## config.mk

```make
export PLATFORM = sky130hd
export DESIGN_NAME = srab_ram
export DESIGN_NICKNAME = d
export VERILOG_FILES = /design/src/design/srab_ram.sv
export SDC_FILE = /design/constraint.sdc
export NUM_CORES = 2
export LEC_CHECK = 0
export BUFFER_PORTS_ARGS = -buffer_cell sky130_fd_sc_hd__buf_2
export CAP_MARGIN = 20
export CORE_MARGIN = 2
export CORE_UTILIZATION = 45
export CTS_BUF_LIST = sky130_fd_sc_hd__clkbuf_8
export DETAILED_ROUTE_END_ITERATION = 10
export SLEW_MARGIN = 25
export SYNTH_ARGS = -nofsm -noshare
export SYNTH_HDL_FRONTEND = slang
export SYNTH_SLANG_ARGS = --single-unit
```

## constraint.sdc

```tcl
create_clock -name clk -period 4.3 [get_ports clk]
set_input_delay 0.43 -clock clk [delete_from_list [all_inputs] [get_ports clk]]
set_output_delay 0.43 -clock clk [all_outputs]
set_load 0.03 [all_outputs]
```

## src/design/srab_ram.sv

```systemverilog
// generic simple dual-port ram with registered read
// no dependencies
module srab_ram #(
  parameter int unsigned WIDTH = 8,
  parameter int unsigned DEPTH = 256
) (
  input  logic                     clk,
  input  logic                     we,
  input  logic [$clog2(DEPTH)-1:0] waddr,
  input  logic [WIDTH-1:0]         wdata,
  input  logic [$clog2(DEPTH)-1:0] raddr,
  output logic [WIDTH-1:0]         rdata
);

  logic [WIDTH-1:0] mem [DEPTH];

  // write port and registered read port
  always_ff @(posedge clk) begin
    if (we) begin
      mem[waddr] <= wdata;
    end
    rdata <= mem[raddr];
  end

endmodule

```

---- Word level (Yosys, flattened, before mapping) ----
Memory sizes are Yosys's and may differ from the RTL's. A register that Yosys moved wholly into a read port is not among the register bits.
Index checks and enable logic that the tools add are counted.
storage, ports and cells
  memories kept ........................... 1
  logic and storage cells ................. 3
  memory bits (writable) .................. 2048
  flip-flop bits (word level) ............. 0
  output and inout bits ................... 8
  input port bits ......................... 26
memory list
  memory  words  bits a word  read ports  clocked after memory_dff  wr ports  line  RTL
  mem     256    8            1           1                         1         15    logic [WIDTH-1:0] mem [DEPTH];
cells by class
  muxes and demuxes ....................... 2
operators by type and width
  cell               number
  two-way mux 1 bit  2

---- Longest topological paths before layout ----
  depth in word-level cells ............... 2
  gate-level depth with buffers ........... 11
  gate-level depth less buffers ........... 6

---- Worst setup path after synthesis ----
OpenSTA, ideal clock, no wires.
  kind .................................... input-to-reg
  start point ............................. in raddr[0]
  end point ............................... reg rdata[2], read port of mem
  path slack .............................. 1932 ps
  path buffers ............................ 4
  arrival ................................. 2237 ps
  setup time .............................. 131 ps
  cell stages on the path ................. 9
  required time ........................... 4169 ps
  cell sequence ........................... buf_6 -> buf_12 -> buf_8 -> buf_2 -> mux4_2 -> a22oi_1 -> a21oi_1 -> nor4_1 -> nor4_2
RTL lines
  item                line  RTL
  start: declaration  11    input logic [$clog2(DEPTH)-1:0] raddr,
  end: declaration    12    output logic [WIDTH-1:0] rdata

==> flow_metrics.env <==
export IMPL_outcome="complete, no violations"
export IMPL_core_area_um2=176000
export IMPL_seqCellArea_um2=61700
export IMPL_synth_area_mux_share_pct=14.6
export IMPL_gp_congestion=0.872
export IMPL_yosysUniqueCellTypes=55
export IMPL_fillers=13953
export IMPL_worst_pin_slew_ps=1060
export IMPL_clock_sinks=2056
export IMPL_crit_required_ps=5170
export IMPL_drtIter0Drc=4651
export IMPL_synth_simple_area_share_pct=2.63
export IMPL_die_w_um=424
export IMPL_port_buffers=33
export IMPL_rsz0062_at_grt="false"
export IMPL_numCtsBuffers=349
export IMPL_cts_tree="yes"
export IMPL_multiInputGateArea_um2=16500
export IMPL_grt_start_max_net_pins=129
export IMPL_synth_seq_area_share_pct=77.5
export IMPL_area_delta_synth_final_pct=12.5
export IMPL_synth_area_top_cells="edfxtp_1, mux4_2, mux2i_1, nor2_1, a22oi_1"
export IMPL_synth_seq_cells=2056
export IMPL_clk_pin_slew_worst_paths_ps=60
export IMPL_wl_per_cell_um=30.4
export IMPL_drc=0
export IMPL_finalHoldViolations=0
export IMPL_vias_per_cell=5.92
export IMPL_root_buffer="clkbuf_8"
export IMPL_antenna_found_initial=12
export IMPL_avgSynthCellArea_um2=21.3
export IMPL_hp_class="in -> reg"
export IMPL_peakVddDrop_v=0.000300
export IMPL_antenna_left=0
export IMPL_ctsResizeCount=0
export IMPL_endpoint_kind="flip-flop"
export IMPL_nets=4129
export IMPL_setup_ws_ps=1430
export IMPL_fin_tns_setup_ps=0
export IMPL_synth_fa_ha_area_share_pct=0
export IMPL_cts_max_path_buffers=4
export IMPL_netlist_area_um2=79600
export IMPL_htreeDepth=5
export IMPL_fp_dieArea_um2=180000
export IMPL_syn_inst=3733
export IMPL_grt_pass1_wl_mm=290
export IMPL_critical_path_max_fanout=18
export IMPL_synth_net_count=3759
export IMPL_fp_dieH_um=424
export IMPL_yosys_warnings=0
export IMPL_leakage_nw=28.1
export IMPL_synth_top_family_by_area="multiplexers"
export IMPL_power_density_nw_per_um2=445
export IMPL_synth_area_leader_cell="edfxtp_1"
export IMPL_ios=34
export IMPL_vias=39575
export IMPL_synth_compound_area_share_pct=3.42
export IMPL_wl_mm=203
export IMPL_maxSlewViolCount=0
export IMPL_max_freq_mhz=348
export IMPL_dr_pass1_iters=6
export IMPL_cap_violations=0
export IMPL_hpwl_mm=126
export IMPL_drive_gt1_share_pct=26.0
export IMPL_num_rows=154
export IMPL_clk_latency_ps=1020
export IMPL_criticalPathCategory="in -> reg"
export IMPL_synth_xor_area_share_pct=0
export IMPL_track_usage_pct=22.5
export IMPL_synth_top_area_share_pct=77.3
export IMPL_cp_start_kind="input pin"
export IMPL_min_period_ps=2870
export IMPL_start_util_pct=45.2
export IMPL_finalClockSkew_ps=68.8
export IMPL_setup_viol=0
export IMPL_grt_pass1_vias=39740
export IMPL_worstPathArrival_ps=3740
export IMPL_relSlewSlack_pct=28.8
export IMPL_overflow=0
export IMPL_post_route_period_util_pct=66.8
export IMPL_pre_cts_slack_ps=365
## per-stage QoR
step	hold slack, ps	std cells	power (mW)	area (um^2)	utilization [%]
2_1_floorplan	529	3733	23.6	79600	-
4_1_cts	2.42	6679	40.1	89400	50.8
6_report	29.4	6689	39.8	89500	50.9
3_3_place_gp	918	6084	24.6	83400	47.4
3_5_place_dp	919	6084	24.7	83400	47.4
5_1_grt	65.6	6687	41.0	89500	50.9
## cell families after synthesis
group | Yosys count
simple gates | 466
compound gates | 385
flops | 2056
mux | 591
buf+inv | 235
## synthesized netlist by cell type, drive strengths merged
master	count
edfxtp	2048
mux4	456
nor2	282
mux2i	134
a22oi	133
buf	122
clkbuf	111
a21oi	96
o221ai	47
nand3	34
nand2	33
nor2b	31
o22ai	28
nor4	27
nor3	22
a211oi	16
a221oi	14
o21ai	12
nand4	10
o211ai	10
a22o	8
dfxtp	8
nand2b	8
and2	6
a2111oi	5
o22a	5
o32ai	5
or2	4
a311oi	2
a31oi	2
and3b	2
nand3b	2
a21boi	1
and3	1
clkinv	1
inv	1
mux2	1
nor3b	1
nor4b	1
o311ai	1
or2b	1
or3b	1
## cell usage in the layout, fill, tap and decap left out, types with 16 or more instances in the layout
cell type	count
buf_12	31
mux4_2	454
clkinv_2	33
buf_4	182
nor2_1	279
nor2b_1	28
a22oi_1	133
mux2i_1	134
nand2_1	33
nand3_1	28
edfxtp_1	2048
o221ai_1	46
a21oi_1	95
buf_2	21
nor4_1	23
clkinv_1	90
a211oi_1	16
inv_1	99
nor3_1	22
clkbuf_8	356
o22ai_1	28
## where the power goes
part	internal [mW]	total [mW]	switching [mW]	leakage, nW
Clock	7.98	15.6	7.58	3.45
Sequential	22.1	22.1	0.0420	18.5
Combinational	0.726	2.11	1.38	6.20
## critical path, cell delays in order
cell     delay [ps]
buf_8           250
buf_12          290
buf_12          210
buf_12          200
buf_4           320
mux4_2          580
a21oi_1         210
a21oi_1         210
nor4_1          860
nor4_2          110
## state kept, by name, indices dropped and copies added, names as in the netlist
signal,flops
mem,2048
rdata,8
## area by class of cell
type	instances	area share [%]
antenna	8	0.0224
clock buffer	355	5.46
clock inverter	234	1.25
inverter	2	0.00839
multi-input combinational	1442	18.5
sequential	2056	68.9
tap	2340	3.27
timing repair buffer	252	2.61
## metal layers
layer | part of all wire, % | vias up | GRT usage, %
met5 | 0 | - | 0
met4 | 3.1 | 0 | 7.85
met3 | 8.1 | 341 | 4.46
met2 | 47 | 1717 | 34.9
met1 | 42 | 21032 | 32.2
li1 | - | 16485 | -
## worst paths after layout
path	start	end	slack, ps	depth (start not counted)
worst max-delay path	raddr[0]	rdata[6]	1430	10
worst min register to register	mem[41][3]	rdata[3]	1130	7
worst max register to register	mem[19][5]	rdata[5]	1660	7
worst min-delay path	wdata[6]	mem[239][6]	30	1
## timing repair
item / 4_1_cts / 5_1_grt
hold endpoints to repair: 303 / 29
buffers inserted: 0 / 0
hold buffers: 6 / 1
No activity file was read; power rests on OpenSTA's default activity.
